==> src/design/mlsw_pkg.sv <==
// Shared types and constants for the multi-leg book sweep VWAP block.
// Used by every module of the block but mlsw_div; depends on nothing.
package mlsw_pkg;

	localparam int MAX_LEGS_DEF   = 8;
	localparam int MAX_LEVELS_DEF = 16;

	localparam int SLOT_W     = 4;
	localparam int CNT_W      = 7;
	localparam int NL_W       = 5;
	localparam int CAP_W      = 32 + CNT_W;
	localparam int FIFO_DEPTH = 4;

	localparam logic [63:0] I64_MAX = 64'h7FFF_FFFF_FFFF_FFFF;

	localparam logic [2:0] ST_OK       = 3'd0;
	localparam logic [2:0] ST_INV_LEG  = 3'd1;
	localparam logic [2:0] ST_NO_BOOK  = 3'd2;
	localparam logic [2:0] ST_NO_SIDE  = 3'd3;
	localparam logic [2:0] ST_BAD_QTY  = 3'd4;
	localparam logic [2:0] ST_THIN     = 3'd5;

	localparam logic [1:0] CHK_NO_BOOK = 2'd1;
	localparam logic [1:0] CHK_INV     = 2'd2;
	localparam logic [1:0] CHK_NO_ASK  = 2'd3;

	typedef struct packed {
		logic                lvl_wr;
		logic [SLOT_W-1:0]   slot;
		logic [CNT_W-1:0]    lvl;
		logic signed [31:0]  price;
		logic [31:0]         size;
		logic                close;
		logic [2:0]          leg;
		logic signed [31:0]  ratio;
		logic [CAP_W-1:0]    cap;
		logic [31:0]         best;
		logic [CNT_W-1:0]    cnt;
		logic                last;
		logic [NL_W-1:0]     n_legs;
		logic [2:0]          status;
	} mlsw_entry_t;

endpackage

==> src/design/mlsw_fifo.sv <==
// Short entry queue between front and back end.
// Uses mlsw_pkg for the entry type and depth.
module mlsw_fifo
	import mlsw_pkg::*;
(
	input  logic        clk,
	input  logic        arst_n,
	input  logic        wr,
	input  mlsw_entry_t wdata,
	input  logic        rd,
	output mlsw_entry_t rdata,
	output logic        full,
	output logic        empty
);

	localparam int PW = $clog2(FIFO_DEPTH);

	mlsw_entry_t      mem_q [FIFO_DEPTH];
	logic [PW-1:0]    wp_q, rp_q;
	logic [PW:0]      cnt_q;

	assign full  = cnt_q == (PW+1)'(FIFO_DEPTH);
	assign empty = cnt_q == '0;
	assign rdata = mem_q[rp_q];

	always_ff @(posedge clk) begin
		if (wr) begin
			mem_q[wp_q] <= wdata;
		end
	end

	always_ff @(posedge clk or negedge arst_n) begin
		if (!arst_n) begin
			wp_q  <= '0;
			rp_q  <= '0;
			cnt_q <= '0;
		end else begin
			if (wr) wp_q <= wp_q + 1'b1;
			if (rd) rp_q <= rp_q + 1'b1;
			cnt_q <= cnt_q + (PW+1)'(wr) - (PW+1)'(rd);
		end
	end

endmodule

==> config.mk <==
export PLATFORM = sky130hd
export DESIGN_NAME = mlsw_fifo
export DESIGN_NICKNAME = d
export VERILOG_FILES = /design/src/design/mlsw_pkg.sv /design/src/design/mlsw_fifo.sv
export SDC_FILE = /design/constraint.sdc
export NUM_CORES = 1
export LEC_CHECK = 0
export BUFFER_PORTS_ARGS = -buffer_cell sky130_fd_sc_hd__buf_2
export CAP_MARGIN = 40
export CORE_UTILIZATION = 50
export CTS_CLUSTER_DIAMETER = 50
export DETAILED_ROUTE_END_ITERATION = 10
export HOLD_SLACK_MARGIN = 0.12
export PLACE_DENSITY = 0.83
export SYNTH_ARGS = -nofsm -noshare
export SYNTH_HDL_FRONTEND = slang
export SYNTH_SLANG_ARGS = --single-unit
==> constraint.sdc <==
create_clock -name clk -period 13.1 [get_ports clk]
set_clock_uncertainty 0.15 [all_clocks]
set_input_delay 2.62 -clock clk [delete_from_list [all_inputs] [get_ports clk]]
set_output_delay 2.62 -clock clk [all_outputs]
set_load 0.05 [all_outputs]
* Yosys cells after proc, flatten, opt, wreduce, memory -nomap -nowiden
Memories as Yosys holds them, arrays and structs flattened.
Index checks and enable logic that the tools add are counted.
** Storage, ports and cells
- Bits of input ports :: 203
- Memories :: 1
- Word-level logic and storage cells :: 12
- Output and inout port bits :: 201
- Bits in writable memories :: 796
- Register bits after elaboration :: 7
** Operators by class
- Add/subtract/negate cells :: 4
- Multiplexer cells :: 2
- Equal/unequal tests :: 1
- Reductions and logical operators :: 1
** Memory list
- mem_q :: words 4, width 199, read ports 1, clocked after Yosys merged registers in 0, wr ports 1, RTL line mlsw_fifo.sv:18 : mlsw_entry_t mem_q [FIFO_DEPTH];
** Operator list (number)
- 2-bit by 1-bit adder with 2-bit output (second input constant) :: 2
- 3-bit by 1-bit adder with 3-bit output :: 1
- 3-bit equality test (second input constant) :: 1
- 3-bit logical NOT :: 1
- 3-bit by 1-bit subtractor with 3-bit output :: 1
- 1-bit two-way mux :: 2

* Depth between registers and ports, before layout
Gate-level depths: netlist of the first run.
- Word-level depth :: 2
- Gate-level depth with buffers :: 7
- Depth with buffers taken out :: 7

* Worst setup path before layout of the first run
Ideal clock, no wire load.
- Path kind :: input port to flip-flop
- From :: in wr
- To :: mem mem_q[0][0] (netlist bit), enable pin
- Path buffers :: 0
- Required time :: 12.367 ns
- Stages on the path :: 1
- Path slack :: 5.232 ns
- Data arrival time :: 7.135 ns
- Library setup time :: 0.583 ns
- Cell sequence :: and2_1
** On the way
- Longest elaborated chain between the ends :: 2
** Ends and longest elaborated chain
- start, declared :: RTL line mlsw_fifo.sv:8 : input logic wr,
- 1-bit two-way mux :: RTL line mlsw_fifo.sv:27 : if (wr) begin
- 1-bit two-way mux (not written as such) :: RTL line mlsw_fifo.sv:28 : mem_q[wp_q] <= wdata;
- end, declared :: RTL line mlsw_fifo.sv:18
Every way passes these cells.

==> summary.txt, run 1 <==
Placed design
  – Final RePlAce weighted congestion: 0.760
  – Placed instance count: about 2200
  – Number of input and output port buffers inserted: just over 400
  – Half-perimeter wire length of the detailed placement result: 35.9 mm

Finish
  – Fin nets: around 1800
  – Fillcell total: around 3900
  – Most frequent cells in the layout: edfxtp_1 (796), buf_2 (403), mux4_2 (199)
  – Final standard cell count with taps included and fillers excluded: 2386
  – Layout area overhead: 19.0%
  – Layout cell share with drive strength beyond 1: approximately 47%
  – Leading cell type in the layout, fill and taps excluded: edfxtp_1

Route
  – Drt first-iter violations: a little over 800
  – Total detailed-routing wirelength: 57.4 mm
  – Mean routed wirelength per cell: ~24 µm
  – Drt first pass iters: 5
  – DR vias/cell: 5.50
  – Number of nets still failing antenna checks after routing: 0
  – Total DRC errors in the routed layout: 0
  – Number of vias after detailed routing: approximately 13000

Yosys
  – Distinct cell type count after synthesis: 18
  – Share of Yosys cell area claimed by the top area cell type: approximately four fifths
  – Post-Synthesis Cell Area: ~0.029 mm²
  – Cell type with the highest aggregate area in the netlist: edfxtp_1
  – Cell types occupying the most area after synthesis: edfxtp_1 (82%), mux4_2 (15%), buf_12 (1.4%)
  – Share of the yosys chip area belonging to registers: roughly 82%
  – Synthesized netlist net count: 1284
  – Synthesized area per cell: 27.3 µm²
  – Count of synthesis-stage warnings from yosys: 0
  – Number of instances in the synthesized netlist: between 1000 and 1500
  – Number of synthesized register bits: between 800 and 900

STA
  – Maximum clock rate: between 150 and 200 MHz
  – Max-slew violations: 0
  – Number of endpoints with negative hold slack in the final report: 0
  – Tightest slew margin relative to the limit: 43.8%
  – Final Critical Period: between 6 and 7 ns
  – RSZ-0062 raised after global routing: no
  – Worst-margin pin slew: approximately 0.84 ns
  – Total negative setup slack: 0 ns
  – Count of endpoints failing setup in the final report: 0
  – Fraction of the cycle the final worst path needs: about half

GRT
  – Number of antenna violations at the first check in global routing: 14
  – Global-route wire length before repair: about 85 mm
  – Total track usage: between 15 and 20%
  – Global route overflow: 0
  – Vias in the first global route: between 10000 and 15000
  – Largest net degree at the start of global routing: 55

CTS
  – Clock root buffer: clkbuf_16
  – Number of buffers inserted by post-CTS setup repair: 0
  – Post-cts hold buffer count: 0
  – Post-CTS resize count: 0
  – CTS clk-pin slew, worst paths: 0.06 ns
  – Clock sink count: 803
  – H-tree levels: 3
  – Worst skew pair latency: 0.60 ns
  – Maximum count of clock buffers along a single path: 3
  – Clock tree from TritonCTS: yes
  – Clock buffer count from CTS: 82

Hold path
  – Worst Hold Path Cells: 1
  – Hold_sp: wp_q[0]$_DFFE_PN0P_
  – Min-Delay Path Class: reg2reg

Die
  – Initial Util: 50.7%
  – Std-Cell Core Area: roughly 0.058 mm²
  – Die ar.: around 0.060 mm²
  – Standard-cell row count: 88
  – Die X: 244 µm
  – Vertical die dimension: 244 µm
  – Number of top-level pins: between 400 and 500

Setup path
  – WS Path Type: reg2out
  – R2r startpoint: wp_q[0]$_DFFE_PN0P_
  – Crit path launch type: flip-flop
  – Crit. End Element: output port
  – End of the critical path: rdata[56]
  – Data arrival time of the worst path: about 3.7 ns
  – Worst Reg2Reg Path Length in Cells: 5
  – Critical register-to-register path endpoint: mem_q[2][41]$_DFFE_PP_
  – Reg2Reg Setup Slack: roughly 9.8 ns
  – Crit-path max FO: 39
  – CP Data Required Time: roughly 10 ns
  – Crit path from: rp_q[0]$_DFFE_PN0P_

Power
  – Total power density per cell area: roughly 260 mW/mm²
  – Worst vdd ir: 0.242 mV
  – Static leakage: roughly 12 nW

Outcome
  – Result of the run: finished clean

Job
  – Max-capacitance violation count: 0
[cell usage after synthesis]
cell type	instances
edfxtp_1	796
mux4_2	199
buf_12	21
buf_2	20
dfrtp_1	7
ha_1	6
inv_1	6
and2_1	4
xnor2_1	3
clkbuf_1	2
nand2_1	2
xor2_1	2
and3_1	1
buf_4	1
buf_6	1
fa_1	1
nor3_1	1
o21ai_0	1
[flip-flops by register name, summed over array words and instances, names as in the netlist]
signal and flops:
mem_q 796, cnt_q 3, rp_q 2, wp_q 2
[how the worst min path moves through the flow]
stage and end:
2_1_floorplan wp_q[0]$_DFFE_PN0P_, 3_3_place_gp wp_q[0]$_DFFE_PN0P_, 3_5_place_dp wp_q[0]$_DFFE_PN0P_, 4_1_cts wp_q[0]$_DFFE_PN0P_, 5_1_grt wp_q[0]$_DFFE_PN0P_, 6_report wp_q[0]$_DFFE_PN0P_
[report_power, final]
group	switching (mW)	total (mW)	leakage, nW	internal [mW]
sequential	0.157	3.51	7.39	3.36
clock	0.928	2.23	1.26	1.30
combinational	2.46	3.50	3.23	1.04
total	3.54	9.24	11.9	5.70
[cell type report]
class | count | area, µm² | area share [%]
antenna | 10 | 25.0 | 0.0717
multi-input combinational | 220 | 4680 | 13.4
sequential | 803 | 24100 | 69.0
timing repair buffer | 435 | 2510 | 7.21
clock buffer | 99 | 2160 | 6.19
clock inverter | 48 | 448 | 1.28
inverter | 6 | 22.5 | 0.0645
tap | 765 | 957 | 2.74
[routing by layer]
metal  part of all wire (%)  wire length (µm)  global-route usage (%)  vias to the layer above
met4                    2.1              1200                    6.56                       10
li1                       -                 -                       -                     5632
met5                   0.11                65                       0                        -
met1                     37             21100                    23.7                     6910
met3                    8.6              4920                    6.06                       86
met2                     53             30200                    32.7                      474
[critical path: stages, from the launching register on]
cell,delay (ns)
dfrtp_4,0.91
buf_4,0.36
buf_16,0.29
buf_4,0.35
buf_16,0.30
mux4_2,0.56
buf_2,0.23
[per-stage QoR]
step | cell area (µm²) | setup WS, ns | power, mW | util (%) | hold WS, ns
after detailed placement | 32300 | 7.12 | 7.10 | 55.8 | 0.375
after floorplan | 29300 | 5.23 | 6.42 | - | 0.341
after global routing | 34900 | 6.28 | 9.57 | 60.3 | 0.409
after CTS | 34900 | 6.44 | 9.35 | 60.3 | 0.389
final | 34900 | 6.62 | 9.24 | 60.4 | 0.392
after global placement | 31900 | 6.61 | 6.96 | 55.2 | 0.361
[cell families after synthesis]
family | count (synthesis) | synth area share, %
xor+xnor | 5 | 0.149
flops | 803 | 82.1
simple gates | 8 | 0.149
fa+ha+maj | 7 | 0.324
mux | 199 | 15.3
compound gates | 1 | 0.0171
buf+inv | 51 | 1.94
No activity file was read; power rests on OpenSTA's default activity.
==> run 2, diff against run 1 <==
==> constraint.sdc (replaced) <==
create_clock -name clk -period 5.98 [get_ports clk]
set_clock_uncertainty 0.15 [all_clocks]
set_input_delay 1.196 -clock clk [delete_from_list [all_inputs] [get_ports clk]]
set_output_delay 1.196 -clock clk [all_outputs]
set_load 0.05 [all_outputs]
==> summary.txt, run 2 (synthesis results as in run 1) <==
Setup path
  – Crit path launch type: flip-flop
  – R2r startpoint: wp_q[0]$_DFFE_PN0P_
  – WS Path Type: reg2out
  – Crit-path max FO: 65
  – CP Data Required Time: 4.63 ns
  – Crit path from: rp_q[0]$_DFFE_PN0P_
  – Data arrival time of the worst path: 3.04 ns
  – Crit. End Element: output port

GRT
  – Global-route met3 utilization: 6.31%
  – Total track usage: about a fifth
  – Number of antenna violations at the first check in global routing: 12
  – Global route overflow: 0
  – Global-route wire length before repair: between 80 and 90 mm
  – Most Used Layer, Global Route: met2
  – Routing usage on met2: 32.4%
  – Grt met1 use: 23.5%
  – Vias in the first global route: approximately 14000
  – Largest net degree at the start of global routing: roughly 110

Finish
  – Largest register FFs: between 700 and 800
  – Registers with the highest flip-flop counts: mem_q (796), cnt_q (3)
  – Final standard cell count with taps included and fillers excluded: 2365
  – Layout area overhead: 18.5%
  – Fin nets: around 1700
  – Leading cell type in the layout, fill and taps excluded: edfxtp_1
  – Layout cell share with drive strength beyond 1: roughly 47%
  – Most frequent cells in the layout: edfxtp_1 (796), buf_2 (403), mux4_2 (199)
  – Top reg by flops: mem_q

Route
  – Total detailed-routing wirelength: roughly 57 mm
  – Mean routed wirelength per cell: ~24 µm
  – Number of vias after detailed routing: 13100
  – Total DRC errors in the routed layout: 0
  – Drt first pass iters: 5
  – Number of nets still failing antenna checks after routing: 0
  – Drt first-iter violations: ~1000
  – DR vias/cell: about 5.5

CTS
  – Clock root buffer: clkbuf_16
  – Post-cts hold buffer count: 0
  – H-tree levels: 3
  – Worst skew pair latency: between 0.6 and 0.7 ns
  – Clock sink count: ~800
  – CTS clk-pin slew, worst paths: ~0.06 ns
  – Clock buffer count from CTS: 83
  – Clock tree from TritonCTS: yes
  – Maximum count of clock buffers along a single path: 3
  – Post-CTS resize count: 0
  – Number of buffers inserted by post-CTS setup repair: 0

Die
  – Initial Util: approximately 51%
  – Die X: between 200 and 250 µm
  – Standard-cell row count: between 80 and 90
  – Die ar.: ~0.060 mm²
  – Vertical die dimension: 244 µm
  – Number of top-level pins: slightly above 400
  – Std-Cell Core Area: ~0.058 mm²

STA
  – Max-slew violations: 0
  – RSZ-0062 raised after global routing: no
  – Number of endpoints with negative hold slack in the final report: 0
  – Tightest slew margin relative to the limit: between 40% and 50%
  – Maximum clock rate: between 200 and 250 MHz
  – Total negative setup slack: 0 ns
  – Worst-margin pin slew: 0.822 ns
  – Final Critical Period: approximately 4.4 ns
  – Setup slack after layout: ~1.6 ns
  – Count of endpoints failing setup in the final report: 0
  – Fraction of the cycle the final worst path needs: 73.4%

Placed design
  – Worst slack at placement: around 2.2 ns
  – Half-perimeter wire length of the detailed placement result: 33.0 mm
  – Final RePlAce weighted congestion: 0.740
  – Placed instance count: approximately 2200
  – Number of input and output port buffers inserted: roughly 400

Power
  – Worst vdd ir: 0.479 mV
  – Final Total Pwr: about 20 mW
  – Static leakage: approximately 12 nW
  – Total power density per cell area: 582 mW/mm²

Outcome
  – Result of the run: finished clean

Job
  – Max-capacitance violation count: 0

Hold path
  – Min-Delay Path Class: in2async
run 2: cell type report:
| type | instances | area (µm²) |
|---|---|---|
| inverters | 6 | 22.5 |
| multi-input cells | 220 | 4680 |
| flip-flops and latches | 803 | 24100 |
| clock inverters | 48 | 464 |
| fillers | 3847 | 23100 |
| well taps | 765 | 957 |
| repair buffers | 417 | 2270 |
| clock buffers | 99 | 2230 |
| diodes | 7 | 17.5 |
run 2: report_power, final:
part / leakage [nW] / total, mW / internal (mW) / switching [mW]
Sequential: 7.39 / 7.74 / 7.36 / 0.376
Clock: 1.30 / 4.96 / 2.87 / 2.10
Combinational: 3.10 / 7.50 / 2.18 / 5.33
run 2: metal layers:
layer / vias to the layer above / wire length (µm)
met2: 541 / 29800
met3: 113 / 4980
met4: 16 / 1440
met5: - / 86
li1: 5600 / -
met1: 6819 / 21000
run 2: worst paths after layout:
check | endpoint | slack [ns] | cells past startpoint
setup / recovery | rdata[127] | 1.59 | 3
hold / removal | cnt_q[2]$_DFF_PN0_ | 0.26 | 1
setup reg to reg | mem_q[2][41]$_DFFE_PP_ | 3.51 | 4
hold reg to reg | wp_q[0]$_DFFE_PN0P_ | 0.41 | 1
max in group asynchronous | rp_q[1]$_DFFE_PN0P_ | 5.24 | 1
min in group clk | wp_q[0]$_DFFE_PN0P_ | 0.41 | 1
run 2: through the flow:
step	hold WS, ns	area (µm²)	utilization [%]
after global routing	0.221	34700	60.1
final	0.258	34700	60.1
after floorplan	0.341	29300	-
after detailed placement	0.388	32000	55.4
after CTS	0.213	34700	60.0
after global placement	0.356	32000	55.4
run 2: worst max-delay path, stage by stage, from the launching register on:
cell and delay (ns):
dfrtp_4 0.96, buf_12 0.48, mux4_2 0.59, buf_2 0.23
