===== config.mk =====
export PLATFORM = sky130hd
export DESIGN_NAME = mlsw_front
export DESIGN_NICKNAME = d
export VERILOG_FILES = /design/src/design/mlsw_pkg.sv /design/src/design/mlsw_front.sv
export SDC_FILE = /design/constraint.sdc
export NUM_CORES = 1
export LEC_CHECK = 0
export BUFFER_PORTS_ARGS = -buffer_cell sky130_fd_sc_hd__buf_2
export CAP_MARGIN = 20
export CORE_MARGIN = 5
export CORE_UTILIZATION = 49
export DETAILED_ROUTE_END_ITERATION = 10
export GPL_TIMING_DRIVEN = 0
export HOLD_SLACK_MARGIN = 0.15
export PLACE_DENSITY = 0.82
export SYNTH_ARGS = -nofsm -noshare
export SYNTH_HDL_FRONTEND = slang
export SYNTH_SLANG_ARGS = --single-unit

===== constraint.sdc =====
create_clock -name clk -period 3.4 [get_ports clk]
set_input_delay 0.51 -clock clk [delete_from_list [all_inputs] [get_ports clk]]
set_output_delay 0.51 -clock clk [all_outputs]
set_load 0.1 [all_outputs]

===== src/design/mlsw_pkg.sv =====
// Shared types and constants for the multi-leg book sweep VWAP block.
// Used by every module of the block but mlsw_div; depends on nothing.
package mlsw_pkg;

	localparam int MAX_LEGS_DEF   = 8;
	localparam int MAX_LEVELS_DEF = 16;

	localparam int SLOT_W     = 4;
	localparam int CNT_W      = 7;
	localparam int NL_W       = 5;
	localparam int CAP_W      = 32 + CNT_W;
	localparam int FIFO_DEPTH = 4;

	localparam logic [63:0] I64_MAX = 64'h7FFF_FFFF_FFFF_FFFF;

	localparam logic [2:0] ST_OK       = 3'd0;
	localparam logic [2:0] ST_INV_LEG  = 3'd1;
	localparam logic [2:0] ST_NO_BOOK  = 3'd2;
	localparam logic [2:0] ST_NO_SIDE  = 3'd3;
	localparam logic [2:0] ST_BAD_QTY  = 3'd4;
	localparam logic [2:0] ST_THIN     = 3'd5;

	localparam logic [1:0] CHK_NO_BOOK = 2'd1;
	localparam logic [1:0] CHK_INV     = 2'd2;
	localparam logic [1:0] CHK_NO_ASK  = 2'd3;

	typedef struct packed {
		logic                lvl_wr;
		logic [SLOT_W-1:0]   slot;
		logic [CNT_W-1:0]    lvl;
		logic signed [31:0]  price;
		logic [31:0]         size;
		logic                close;
		logic [2:0]          leg;
		logic signed [31:0]  ratio;
		logic [CAP_W-1:0]    cap;
		logic [31:0]         best;
		logic [CNT_W-1:0]    cnt;
		logic                last;
		logic [NL_W-1:0]     n_legs;
		logic [2:0]          status;
	} mlsw_entry_t;

endpackage


===== src/design/mlsw_front.sv =====
// Front end: accepts level items, tracks per-leg counts, capacity, best price
// and leg errors, and pushes one classified entry per item. Uses mlsw_pkg.
module mlsw_front
	import mlsw_pkg::*;
#(
	parameter int MAX_LEGS   = MAX_LEGS_DEF,
	parameter int MAX_LEVELS = MAX_LEVELS_DEF
) (
	input  logic               clk,
	input  logic               arst_n,
	input  logic               in_valid,
	output logic               in_ready,
	input  logic [2:0]         leg_number,
	input  logic [1:0]         leg_check,
	input  logic               level_present,
	input  logic signed [31:0] level_price_tick,
	input  logic [31:0]        level_size,
	input  logic signed [31:0] leg_ratio_lots,
	input  logic               last_level,
	input  logic               last_leg,
	input  logic               fifo_full,
	output logic               push,
	output mlsw_entry_t        entry
);

	logic [NL_W-1:0]  legs_q, legs_n;
	logic [CNT_W-1:0] cnt_q, cnt_n;
	logic [CAP_W-1:0] cap_q, cap_n;
	logic [31:0]      best_q, best_n;
	logic [2:0]       err_q, err_n, e;
	logic             tml_q, tml_n;
	logic             full, lvl_ok, good, close;

	assign in_ready = !fifo_full;
	assign push     = in_valid && in_ready;

	always_comb begin
		full   = legs_q >= NL_W'(MAX_LEGS);
		lvl_ok = !full && level_present && (cnt_q < CNT_W'(MAX_LEVELS));
		good   = (level_price_tick > 32'sd0) && (level_size != 32'd0);
		cnt_n  = cnt_q + CNT_W'(lvl_ok);
		cap_n  = (lvl_ok && good) ? cap_q + CAP_W'(level_size) : cap_q;
		best_n = (lvl_ok && good && best_q == 32'd0) ? level_price_tick : best_q;
		close  = !full && (last_level || last_leg);
		if (leg_check == CHK_NO_BOOK) begin
			e = ST_NO_BOOK;
		end else if (leg_ratio_lots <= 32'sd0) begin
			e = ST_BAD_QTY;
		end else if (leg_check == CHK_INV) begin
			e = ST_INV_LEG;
		end else if (leg_check == CHK_NO_ASK || cnt_n == '0) begin
			e = ST_NO_SIDE;
		end else begin
			e = ST_OK;
		end
		err_n  = (close && err_q == ST_OK) ? e : err_q;
		legs_n = legs_q + NL_W'(close);
		tml_n  = tml_q | full;

		entry.lvl_wr = lvl_ok;
		entry.slot   = legs_q[SLOT_W-1:0];
		entry.lvl    = cnt_q;
		entry.price  = level_price_tick;
		entry.size   = level_size;
		entry.close  = close;
		entry.leg    = leg_number;
		entry.ratio  = leg_ratio_lots;
		entry.cap    = cap_n;
		entry.best   = best_n;
		entry.cnt    = cnt_n;
		entry.last   = last_leg;
		entry.n_legs = legs_n;
		entry.status = tml_n ? ST_INV_LEG : err_n;
	end

	always_ff @(posedge clk or negedge arst_n) begin
		if (!arst_n) begin
			legs_q <= '0;
			cnt_q  <= '0;
			cap_q  <= '0;
			best_q <= '0;
			err_q  <= ST_OK;
			tml_q  <= 1'b0;
		end else if (push) begin
			if (last_leg) begin
				legs_q <= '0;
				cnt_q  <= '0;
				cap_q  <= '0;
				best_q <= '0;
				err_q  <= ST_OK;
				tml_q  <= 1'b0;
			end else begin
				legs_q <= legs_n;
				err_q  <= err_n;
				tml_q  <= tml_n;
				if (close) begin
					cnt_q  <= '0;
					cap_q  <= '0;
					best_q <= '0;
				end else begin
					cnt_q  <= cnt_n;
					cap_q  <= cap_n;
					best_q <= best_n;
				end
			end
		end
	end

endmodule


# [Yosys cells after proc, flatten, opt, wreduce, memory -nomap -nowiden]
# Cells that the tools add are included.
[word_totals] register_bits=87 out_inout_bits=201
[op_classes] reduce_logical=16 add_sub_neg=3 n_bitwise=1 muxes=17 eq_ne=3 order_cmp=4
[ops] operator="39-bit two-way mux" n=3
[ops] operator="32-bit two-way mux" n=3
[ops] operator="39-bit by 32-bit adder with 39-bit output" n=1
[ops] operator="32-bit by 1-bit > comparator with 1-bit output, second input constant" n=1
[ops] operator="32-bit by 1-bit less-or-equal comparator with 1-bit output, second input constant" n=1
[ops] operator="32-bit zero test" n=1
[ops] operator="32-bit nonzero test" n=1
[ops] operator="3-bit two-way mux" n=5
[ops] operator="7-bit two-way mux" n=2
[ops] operator="1-bit logical AND" n=8
[ops] operator="7-bit by 1-bit adder with 7-bit output" n=1
[ops] operator="7-bit zero test" n=1
[ops] operator="7-bit by 5-bit less-than comparator with 1-bit output, second input constant" n=1
[ops] operator="5-bit by 1-bit adder with 5-bit output" n=1
[ops] operator="5-bit by 4-bit >= comparator with 1-bit output, second input constant" n=1
[ops] operator="5-bit two-way mux" n=1
[ops] operator="2-bit == test, second input constant" n=2
[ops] operator="2-bit two-way mux" n=2
[ops] operator="3-bit zero test" n=1
[ops] operator="2-bit by 1-bit == test with 1-bit output, second input constant" n=1
[ops] operator="1-bit zero test" n=2
[ops] operator="1-bit logical OR" n=2
[ops] operator="1-bit two-way mux" n=1
[ops] operator="1-bit bitwise OR" n=1

# [Longest topological paths before layout]
# Gate-level depths: netlist (run 1).
[logic_depth] depth_word=13 depth_mapped=11

# [Worst setup path after synthesis (run 1)]
# OpenSTA, ideal clock, no wires.
[synth_timing] path_kind="reg-to-output" start="register cnt_q[5]" end="output port entry[1] (netlist name)" t_arrival_ps=5956 path_buffers=0 slack_ps=-3066 path_stages_with_launch=10 cell_sequence="dfrtp_1 > and4b_1 > ha_1 > nand3_1 > xnor2_1 > nor4_1 > nand4_1 > o31ai_1 > a21oi_1 > nor4_1"
[synth_rtl] item="start, declared" line="mlsw_front.sv:27" source="logic [CNT_W-1:0] cnt_q, cnt_n;"
[synth_rtl] item="start signal, assigned" line="mlsw_front.sv:101" source="cnt_q <= cnt_n;"
[synth_rtl] item="end, declared" line="mlsw_front.sv:23" source="output mlsw_entry_t entry"

==> impl_results.md, run 1 <==
- Clock root cell: clkbuf_16
- ANT cells: 0
- Slack of the worst reg-to-reg path: around 510 ps
- Number of clock buffers inserted by TritonCTS: 9
- First DRT Iteration DRCs: 660
- Maximum level of the CTS H-tree: 3
- Share of synthesized flip-flops with an asynchronous set or reset: 1.00
- Mapped Avg Cell Area: 8.17 sq um
- Static power due to leakage: 5.83 nW
- Die X: 132 um
- Maximum number of pins on one net before global-route repair: 50
- Vias per std cell: 5.79
- Hold violation total from the final report: 0
- Critical path startpoint category: flip-flop
- Worst hold margin: 137 ps
- Later-pin clock latency in the skew report: 350 ps
- First-pass iteration count of the detailed router: 6
- Type of the worst setup path: reg -> out
- RSZ-0062 raised after global routing: yes
- Wire length of the first global-routing pass: 40,300 um
- Final-report setup violation count: 18
- Commonest non-fill, non-tap cell in the layout: buf_2
- Switch Pwr: 0.00190 W
- Reg-to-reg critical path endpoint: cap_q[38]
- Final standard cell area without fillers: ~11,000 sq um
- Maximum VDD drop: 0.316 mV
- HPWL reported at the end of detailed placement: 19,200 um
- Max Cap Violations: 0
- Buffer depth of the longest clock path: 2
- Nets in the synthesized netlist: 1,032
- Post-layout min period: 3660 ps
- Violated checks: setup timing
- Number of cell rows: 44
- Netlist area before placement: 7250 sq um
- Total number of vias: 8,252
- DRC violations left: 0
- Largest driver fanout on the critical path: 3
- Part of the cycle the worst path needs: 1.08
- Switching share of power: 0.473
- Final setup slack of the worst path: -258 ps
- Critical Path Sink Type: output pin
- Count of unique library cells instantiated by Yosys: slightly above 60
- Share of total power in combinational logic: 0.473
- Headroom to the max-slew limit: 0.533
- Startpoint of the worst register-to-register path: cap_q[0]
- Highest-count cells in the layout ignoring fill and taps: buf_2, buf_4, nand2_1
- Worst EP required: 2890 ps
- Result of the run: finished with violations
- Initial antenna violation count: 1
- Final ANT Viol Nets: 0
- Slew at the pin closest to its max-slew limit: 697 ps
- Clock sinks: 87
- Post-synth EDFFs: 0
- Cell area after placement: 9440 sq um
- Initial Util: 0.499
- Via count of the first global-routing pass: 7,913
- Count of state elements after synthesis: 87
- Internal Pwr Total: 0.00212 W
- Fraction of layout cells with a size suffix above 1: 0.501
- Reg2reg path depth: 11
- Class of the tightest hold or removal check: in -> async
- Part of the total power dissipated in sequential elements: 0.267
- Clock network power share: 0.259
- Buffers added on ports: just over 300
- Final setup skew: between 6 and 7 ps
- TritonCTS clock tree: yes
- Routed Wire Length: 26,700 um
- Power Density: 363 nW/um^2
- Layout net count: 1,381
- Clock slew at the register clock pins of the worst setup and hold paths: 70 ps
- I/O pin count: 309
- Max Slew Vio Count: 0
- Routability cong.: 0.923
- Wire length per cell: approximately 19 um
- Number of instances in the synthesized netlist: ~900
- Vert. Die Dim: ~130 um
- Layout Area Growth over Synthesis: 52.8%
- Die area: 17,300 sq um
- Register area share after synthesis: 0.300
- Layout fillers: 1,010
- Area of the core region: 14,500 sq um
- Overall track demand over capacity in global routing: 0.279
- Warnings, synthesis: 0
- Post-synth top flop: dfrtp_1
- Data arrival time of the critical path: 3150 ps
- Highest clock rate: 273 MHz
- Total overflow reported by the global router: 0
[cell usage after synthesis, types with 4 or more instances]
| library cell | n | area, sq um |
|---|---|---|
| a21boi_0 | 4 | 30.0 |
| xnor2_1 | 21 | 184 |
| dfrtp_1 | 87 | 2180 |
| o21bai_1 | 4 | 30.0 |
| a31o_2 | 4 | 35.0 |
| and2_1 | 4 | 25.0 |
| o21ai_0 | 46 | 230 |
| nor2_1 | 71 | 267 |
| nand4_1 | 16 | 100 |
| a21oi_1 | 66 | 330 |
| inv_1 | 17 | 63.8 |
| a21o_1 | 52 | 390 |
| xor2_1 | 19 | 166 |
| nand2_1 | 100 | 375 |
| ha_1 | 36 | 450 |
| a31oi_1 | 10 | 62.6 |
| nand3_1 | 19 | 95.1 |
| nand2b_1 | 9 | 56.3 |
| or3_1 | 4 | 25.0 |
| o21ai_1 | 11 | 55.1 |
| o211ai_1 | 4 | 30.0 |
| nand3b_1 | 5 | 37.5 |
| and3_1 | 14 | 87.6 |
| buf_2 | 12 | 60.1 |
| and4_1 | 4 | 35.0 |
| clkbuf_1 | 26 | 97.6 |
| a22o_1 | 19 | 166 |
| nor3_1 | 5 | 25.0 |
| mux2i_1 | 9 | 90.1 |
| nor4_1 | 36 | 225 |
| buf_4 | 106 | 796 |
[power groups by stage]
stage / Sequential [W] / Clock, W / Combinational, W
2_1_floorplan: 0.00109 / 0 / 0.00143
3_3_place_gp: 0.00109 / 0 / 0.00174
3_5_place_dp: 0.00109 / 0 / 0.00175
4_1_cts: 0.00107 / 0.00106 / 0.00184
5_1_grt: 0.00108 / 0.00110 / 0.00197
6_report: 0.00107 / 0.00104 / 0.00190
[state kept, by name, summed over array words and instances, names as in the netlist]
name / count
cap_q: 39
legs_q: 5
err_q: 3
best_q: 32
cnt_q: 7
tml_q: 1
[layout make-up]
class	count	area [sq um]	area share
buffer	141	1000	0.0905
tap	184	230	0.0208
clock inverter	4	52.6	0.00475
multi-input combinational	637	4950	0.447
inverter	17	63.8	0.00576
clock buffer	11	253	0.0228
timing repair buffer	343	2330	0.210
sequential	87	2190	0.198
[metal layers]
layer,global-route usage,share of wire
met4,0.105,0.032
met3,0.0470,0.076
met1,0.344,0.38
met5,0,0
met2,0.490,0.51
[critical path, cell delays in order, from the launching register on]
cell	delay (ps)
dfrtp_1	360
ha_2	200
inv_2	40
fa_2	360
nor2b_4	140
o31ai_2	80
a211o_1	320
a21boi_2	240
o2111a_2	320
buf_6	120
o2111ai_4	160
xnor2_4	240
buf_12	190
[worst max-delay path by stage]
stage / startpoint / to / slack, ps / cells after the start
after CTS: cap_q[0] / entry[86] / -190 / 12
final: cap_q[0] / entry[82] / -260 / 12
after floorplan: cnt_q[6] / entry[1] / -570 / 10
after global routing: cap_q[0] / entry[84] / -360 / 12
after detailed placement: level_size[17] / entry[61] / -790 / 11
after global placement: level_size[6] / entry[60] / -750 / 11
[cell families after synthesis]
family	after synthesis	synth area share
adders and majority gates	37	0.0649
AOI/OAI and AO/OA	254	0.233
and+or+nand+nor	296	0.198
buffers and inverters	163	0.141
muxes	10	0.0140
xor gates and xnor gates	40	0.0483
DFF	87	0.300
[timing repair]
item                                    in CTS  in global routing
setup buffers                               17                 20
hold buffers                                 0                  0
gates cloned                                 0                  0
endpoints found under the setup margin      72                 59
gates resized for setup                    183                 82
pin swaps                                   19                 35
[stage by stage]
step | std cells | power, W | utilization | setup slack [ps] | TNS, ps
after global placement | 1376 | 0.00283 | 0.647 | -748 | -16390
after CTS | 1406 | 0.00397 | 0.728 | -189 | -853
after global routing | 1424 | 0.00414 | 0.762 | -361 | -4510
after floorplan | 887 | 0.00252 | - | -574 | -1350
final | 1424 | 0.00402 | 0.762 | -258 | -2510
after detailed placement | 1377 | 0.00284 | 0.649 | -787 | -16450
(Power assumes the default switching activity.)
==> inputs of run 2 (changes only) <==
--- a/config.mk
+++ b/config.mk
@@ -5,14 +5,14 @@
 export SDC_FILE = /design/constraint.sdc
 export NUM_CORES = 1
 export LEC_CHECK = 0
+export ABC_AREA = 1
 export BUFFER_PORTS_ARGS = -buffer_cell sky130_fd_sc_hd__buf_2
-export CAP_MARGIN = 20
 export CORE_MARGIN = 5
-export CORE_UTILIZATION = 49
+export CORE_UTILIZATION = 52
 export DETAILED_ROUTE_END_ITERATION = 10
 export GPL_TIMING_DRIVEN = 0
 export HOLD_SLACK_MARGIN = 0.15
-export PLACE_DENSITY = 0.82
+export PLACE_DENSITY = 0.83
 export SYNTH_ARGS = -nofsm -noshare
 export SYNTH_HDL_FRONTEND = slang
 export SYNTH_SLANG_ARGS = --single-unit
==> run 2 against run 1 <==
Compared with the run above: the flow now finishes without violations; wire length up 13%; cell area up 1.2%; clock skew up 4.9 ps; first-iteration DRC count up 4.5%; count of clock-buffer cells in the layout down 1; critical path type unchanged; largest cell class unchanged.
==> impl_results.md, run 2 <==
- Largest register FFs: 39 (unchanged)
- Clock root cell: clkbuf_16
- Class of the tightest hold or removal check: reg -> reg
- Maximum level of the CTS H-tree: 3 (unchanged)
- Slack of the worst reg-to-reg path: 1080 ps (+570 ps)
- Data arrival time of the critical path: 2790 ps (-360 ps)
- Final-report setup violation count: 0 (-18)
- Final standard cell area without fillers: 11,200 sq um (+1.2%)
- Type of the worst setup path: reg -> out
- ANT cells: 0 (unchanged)
- HPWL reported at the end of detailed placement: 25,100 um (+31%)
- Number of instances in the synthesized netlist: 1,374 (+55%)
- Fraction of layout cells with a size suffix above 1: 0.303 (-0.198)
- Max Cap Violations: 0 (unchanged)
- Worst EP required: 2890 ps (about the same)
- Layout Area Growth over Synthesis: 28.9%
- Worst hold margin: 480 ps (+343 ps)
- Number of clock buffers inserted by TritonCTS: 9 (unchanged)
- Count of unique library cells instantiated by Yosys: 40 (-35%)
- Commonest non-fill, non-tap cell in the layout: nand2_1
- Die area: 19,400 sq um (+12%)
- Critical Path Sink Type: output pin
- Nets in the synthesized netlist: 1,519 (+47%)
- Capture point of the worst path: entry[1]
- Top reg by flops: cap_q
- Reg2reg path depth: 17 (+6)
- I/O pin count: 309 (unchanged)
- TritonCTS clock tree: yes
- First-pass iteration count of the detailed router: 6 (unchanged)
- Clock slew at the register clock pins of the worst setup and hold paths: 70 ps (about the same)
- Critical path startpoint category: flip-flop
- Total overflow reported by the global router: 0 (unchanged)
- Hold violation total from the final report: 0 (unchanged)
- First DRT Iteration DRCs: 690 (+4.5%)
- Top-count cell post-synth: nand2_1
- Netlist area before placement: 8690 sq um (+20%)
- Vias per std cell: 5.01 (-14%)
- Post-layout min period: 3300 ps (-357 ps)
- Overall power consumption: 0.00435 W (+8.0%)
- Top post-synthesis cells by area: dfrtp_1, nand2_1, buf_4
- Final setup skew: 11.0 ps (+4.94 ps)
- Regs by FF count: cap_q (39), best_q (32), cnt_q (7)
- Later-pin clock latency in the skew report: 360 ps (about the same)
- Total number of vias: 9,623 (+17%)
- Buffer depth of the longest clock path: 2 (unchanged)
- Initial antenna violation count: 0 (-1)
- Number of cell rows: 47 (+6.8%)
- Layout net count: 1,841 (+33%)
- Count of state elements after synthesis: 87 (unchanged)
- Via count of the first global-routing pass: 9,557 (+21%)
- Sum of negative setup slack: 0 ps (+2510 ps)
- Overall track demand over capacity in global routing: 0.305 (+0.0259)
- Buffers added on ports: 305 (unchanged)
- Reg-to-reg critical path endpoint: cap_q[38]
- Wire length per cell: 15.8 um (-16%)
- Maximum VDD drop: 0.371 mV (+17%)
- Post-synth top area cell: dfrtp_1
- Initial Util: 0.528 (+0.0293)
- Final ANT Viol Nets: 0 (unchanged)
- Maximum number of pins on one net before global-route repair: 70 (+40%)
- Area of the core region: 16,500 sq um (+13%)
- Worst Setup SP: cnt_q[5]
- Static power due to leakage: 6.76 nW (+16%)
- Cell area after placement: 10,600 sq um (+12%)
- DRC violations left: 0 (unchanged)
- Result of the run: complete, no violations
- Highest clock rate: 303 MHz (+11%)
- Part of the cycle the worst path needs: 0.971 (-0.105)
- Mapped Avg Cell Area: 6.33 sq um (-23%)
- Slew at the pin closest to its max-slew limit: 775 ps (+77.9 ps)
- Leading cell types by count after synthesis: nand2_1, inv_1, nor2_1, buf_4, dfrtp_1
- Die X: 139 um (+5.8%)
- Share of synthesized flip-flops with an asynchronous set or reset: 1.00 (unchanged)
- Largest driver fanout on the critical path: 3 (unchanged)
- Post-synth EDFFs: 0 (unchanged)
- Clock sinks: 87 (unchanged)
- Warnings, synthesis: 0 (unchanged)
- Highest-count cells in the layout ignoring fill and taps: nand2_1, buf_2, inv_1
- Startpoint of the worst register-to-register path: cap_q[0]
- Routed Wire Length: 30,300 um (+13%)
- Wire length of the first global-routing pass: 47,800 um (+19%)
- Routability cong.: 1.02 (+10%)
- Power Density: 388 nW/um^2 (+6.8%)
- Post-synth top flop: dfrtp_1
- Fraction of post-synthesis cell area in the top cell type by area: 0.250 (-0.0499)
- Layout fillers: 1,498 (+48%)
- Vert. Die Dim: 139 um (+5.8%)
- Headroom to the max-slew limit: 0.482 (-0.0513)
- RSZ-0062 raised after global routing: yes
- Max Slew Vio Count: 0 (unchanged)
- Register area share after synthesis: 0.250 (-0.0499)
[run 2: cell types whose count changed after synthesis, sizes merged, moves of 21 or more]
| cell | delta |
|---|---|
| a21o | -52 |
| a21oi | -36 |
| inv | +193 |
| nand2 | +403 |
| nand3 | +58 |
| nor2 | +44 |
| nor4 | -26 |
| o21bai | +21 |
[run 2: layout make-up]
class                           instances  area (sq um)  share of cell area
Clock buffer                           10           239              0.0213
Clock inverter                          6           103             0.00916
Buffer                                132           962              0.0859
Inverter                              210           791              0.0706
Multi-Input combinational cell        945          4930               0.440
Timing Repair Buffer                  311          1720               0.153
Sequential cell                        87          2190               0.195
Tap cell                              220           275              0.0246
[run 2: worst max-delay path: stages, from the launching register on]
cell and delay, ps:
dfrtp_4 480, nor3_2 200, nand3_1 130, inv_2 100, ha_4 150, ha_4 150, nand3_4 110, nor3_4 250
xor2_2 210, nand3_2 120, o21ai_2 140, a21oi_2 90, nor2_4 130, buf_12 180
[run 2: how the worst min path moves through the flow]
stage / start / end / cells past startpoint
5_1_grt: best_q[5] / best_q[5] / 2
6_report: best_q[5] / best_q[5] / 2
2_1_floorplan: arst_n / best_q[0] / 0
3_3_place_gp: best_q[1] / best_q[1] / 2
3_5_place_dp: arst_n / cap_q[13] / 1
4_1_cts: best_q[5] / best_q[5] / 2
[run 2: layer usage]
metal | GRT usage | routed length, um | vias to the layer above | part of all wire
li1 | - | - | 4777 | -
met1 | 0.364 | 11500 | 4367 | 0.38
met2 | 0.561 | 15500 | 426 | 0.51
met3 | 0.0528 | 2510 | 53 | 0.083
met4 | 0.0881 | 786 | 0 | 0.026
met5 | 0 | 0 | - | 0
[run 2: logic make-up after synthesis]
family          after synthesis  synth area share
flops                        87             0.250
buf+inv                     342             0.202
fa+ha+maj                    37            0.0541
xor+xnor                     25            0.0252
simple gates                767             0.364
compound gates              116             0.105
[run 2: through the flow]
stage | std cells | setup WS [ps] | util
2_1_floorplan | 1374 | -80.4 | -
3_3_place_gp | 1899 | -120 | 0.643
3_5_place_dp | 1900 | -195 | 0.645
4_1_cts | 1919 | -104 | 0.671
5_1_grt | 1921 | -49.2 | 0.681
6_report | 1921 | 99.4 | 0.681
[run 2: repair_timing]
action	4_1_cts	5_1_grt
endpoints found under the setup margin	12	27
hold endpoints to repair	18	0
hold buffers	1	0
pin swaps	2	6
buffers inserted	2	2
resized for setup	20	49
[run 2: power breakdown]
part	switching [W]	total [W]	internal (W)
clock network	0.000498	0.00118	0.000678
registers	0.0000224	0.00108	0.00106
logic	0.00164	0.00209	0.000446
total	0.00216	0.00435	0.00218
==> inputs of run 3 (changes only) <==
--- a/config.mk
+++ b/config.mk
@@ -8,11 +8,11 @@
 export ABC_AREA = 1
 export BUFFER_PORTS_ARGS = -buffer_cell sky130_fd_sc_hd__buf_2
 export CORE_MARGIN = 5
-export CORE_UTILIZATION = 52
+export CORE_UTILIZATION = 45
 export DETAILED_ROUTE_END_ITERATION = 10
 export GPL_TIMING_DRIVEN = 0
 export HOLD_SLACK_MARGIN = 0.15
-export PLACE_DENSITY = 0.83
+export PLACE_DENSITY = 0.73
 export SYNTH_ARGS = -nofsm -noshare
 export SYNTH_HDL_FRONTEND = slang
 export SYNTH_SLANG_ARGS = --single-unit
==> run 3 against run 2 <==
Compared with the run above: the flow now finishes with violations (setup timing); sequential cell count unchanged; clock power is 3% lower; combinational power about the same; clock skew increased by 1.4 ps.
==> impl_results.md, run 3 (synthesized netlist as in run 2, its figures left out) <==
- Critical path startpoint category: flip-flop
- Via count of the first global-routing pass: 9,081 (-5.0%)
- Initial Util: 0.460 (-0.0678)
- Total overflow reported by the global router: 0 (unchanged)
- Power Density: 383 nW/um^2 (-1.1%)
- Die X: 149 um (+7.0%)
- Clock root cell: clkbuf_16
- TritonCTS clock tree: yes
- Final-report setup violation count: 1 (+1)
- Critical Path Sink Type: output pin
- Overall track demand over capacity in global routing: 0.274 (-0.0307)
- Headroom to the max-slew limit: 0.452 (-0.0296)
- Max Cap Violations: 0 (unchanged)
- Buffer depth of the longest clock path: 2 (unchanged)
- Layout net count: 1,844 (+0.16%)
- Share of the core filled with cells in the final layout: 0.596 (-0.0847)
- DRC violations left: 0 (unchanged)
- Data arrival time of the critical path: 2900 ps (+110 ps)
- Post-Place Cells: 1,940 (+2.1%)
- Final ANT Viol Nets: 0 (unchanged)
- First DRT Iteration DRCs: 542 (-21%)
- Fraction of layout cells with a size suffix above 1: 0.302 (-0.000533)
- Max Slew Vio Count: 0 (unchanged)
- Routability cong.: 0.948 (-6.9%)
- Routed Wire Length: 31,100 um (+2.9%)
- Final setup skew: 12.4 ps (+1.39 ps)
- Number of standard cells in the layout, taps in and fillers out: 1,965 (+2.3%)
- Static power due to leakage: 6.76 nW (about the same)
- I/O pin count: 309 (unchanged)
- Clock sinks: 87 (unchanged)
- Wire length per cell: 15.8 um (+0.57%)
- Type of the worst setup path: reg -> out
- Final setup slack of the worst path: -6.72 ps (-106 ps)
- Buffers and inverters on the worst path: 2 (unchanged)
- Hold violation total from the final report: 0 (unchanged)
- Total number of vias: 9,470 (-1.6%)
- Maximum VDD drop: 0.345 mV (-7.2%)
- Vias per std cell: 4.82 (-3.8%)
- Highest-count cells in the layout ignoring fill and taps: nand2_1, buf_2, inv_1
- Initial antenna violation count: 1 (+1)
- Number of clock buffers inserted by TritonCTS: 9 (unchanged)
- Later-pin clock latency in the skew report: 360 ps (about the same)
- Regs by FF count: cap_q (39), best_q (32), cnt_q (7)
- CP max stage delay: 510 ps (+30 ps)
- Part of the cycle the worst path needs: 1.00 (+0.0312)
- Result of the run: finished with violations
- Maximum number of pins on one net before global-route repair: 67 (-4.3%)
- Worst EP required: 2890 ps (about the same)
- Top reg by flops: cap_q
- Slew at the pin closest to its max-slew limit: 819 ps (+44.2 ps)
- Clock slew at the register clock pins of the worst setup and hold paths: 70 ps (about the same)
- Violated checks: setup timing
- Maximum level of the CTS H-tree: 3 (unchanged)
- Wire length of the first global-routing pass: 47,900 um (+0.12%)
- RSZ-0062 raised after global routing: yes
- Cell with the largest stage delay on the worst path: dfrtp_4
- Post-layout min period: 3410 ps (+106 ps)
- Largest driver fanout on the critical path: 3 (unchanged)
- Class of the tightest hold or removal check: reg -> reg
- HPWL reported at the end of detailed placement: 25,800 um (+3.0%)
- Sum of negative setup slack: -6.72 ps (-6.72 ps)
- Commonest non-fill, non-tap cell in the layout: nand2_1
- Final standard cell area without fillers: 11,300 sq um (+0.47%)
- Dominant delay contributor by cell family on the critical path: simple AND/OR/NAND/NOR gates
- Area of the core region: 18,900 sq um (+15%)
- First-pass iteration count of the detailed router: 7 (+1)
- Ordered list of cells on the worst path: nor3_4, nand3_2, inv_2, ha_4, ha_4, nand3_4, nor3_4, xor2_1, nand3_1, o21ai_2, a21oi_2, nor2_4, buf_12
- Die area: 22,200 sq um (+14%)
- Cell area after placement: 10,700 sq um (+0.47%)
- Highest clock rate: 294 MHz (-3.1%)
- Number of cell rows: 50 (+6.4%)
- Buffers added on ports: 305 (unchanged)
- Vert. Die Dim: 149 um (+7.0%)
- Layout Area Growth over Synthesis: 29.5%
- Largest register FFs: 39 (unchanged)
run 3: cell count changes in the layout (fill, tap and decap cells not counted), moves of 2 or more:
cell	previous run	this run
buf_2	287	284
clkbuf_4	9	15
inv_6	1	3
clkinvlp_4	0	2
buf_4	119	122
buf_8	4	2
clkinv_4	2	0
buf_6	9	7
run 3: where the power goes:
| part | switching (W) | internal [W] |
|---|---|---|
| Combinational | 0.00165 | 0.000443 |
| Sequential | 0.0000229 | 0.00106 |
| Clock | 0.000487 | 0.000653 |
| Total | 0.00216 | 0.00216 |
run 3: path summary, 6_finish.rpt:
check	from	end	slack, ps	cells after the start
min in group asynchronous	arst_n	cap_q[24]	590	2
hold reg to reg	best_q[0]	best_q[0]	490	2
hold / removal	best_q[0]	best_q[0]	490	2
setup reg to reg	cap_q[0]	cap_q[28]	1010	17
max in group asynchronous	arst_n	best_q[5]	2140	3
setup / recovery	cnt_q[6]	entry[1]	-7	13
run 3: area by class of cell:
type                            instances  area [sq um]
Fill cell                            1927          7630
Inverter                              210           791
Clock buffer                            9           225
Buffer                                132           962
Multi-Input combinational cell        945          4930
Antenna cell                            1          2.50
Timing Repair Buffer                  314          1740
Tap cell                              260           325
Clock inverter                          7           101
Sequential cell                        87          2190
run 3: layer usage:
metal | part of all wire | up-vias | track usage
met5 | 0 | - | 0
met4 | 0.018 | 0 | 0.0691
met3 | 0.065 | 30 | 0.0416
met2 | 0.51 | 304 | 0.497
met1 | 0.41 | 4361 | 0.341
li1 | - | 4775 | -
run 3: worst register-to-register path, cell delays in order (launching register included):
cell     delay [ps]
dfrtp_1         360
ha_2            220
inv_1            60
fa_1            410
inv_1           100
nand3_1          80
nand2_2         120
nand2_1          70
nand2_2         110
nand2_1          70
nand2_1          90
nand2_1         110
nand2_1          90
nand2_1          40
nand3_1          80
nand2_1         130
nand2_1          90
nand2_1          50
run 3: metrics by stage:
step                      worst slack, ps  hold slack [ps]  total power [W]
after floorplan                     -80.4              214          0.00277
after global placement               -263              461          0.00315
after detailed placement             -223              437          0.00316
after CTS                            5.02              490          0.00431
after global routing                 -115              501          0.00447
final                               -6.72              491          0.00432
run 3: what timing repair did:
action	in CTS	in global routing
endpoints found under the setup margin	12	26
resized for setup	25	35
buffers inserted	2	5
pin swaps	5	9
endpoints found under the hold margin	21	0
hold buffers	1	0
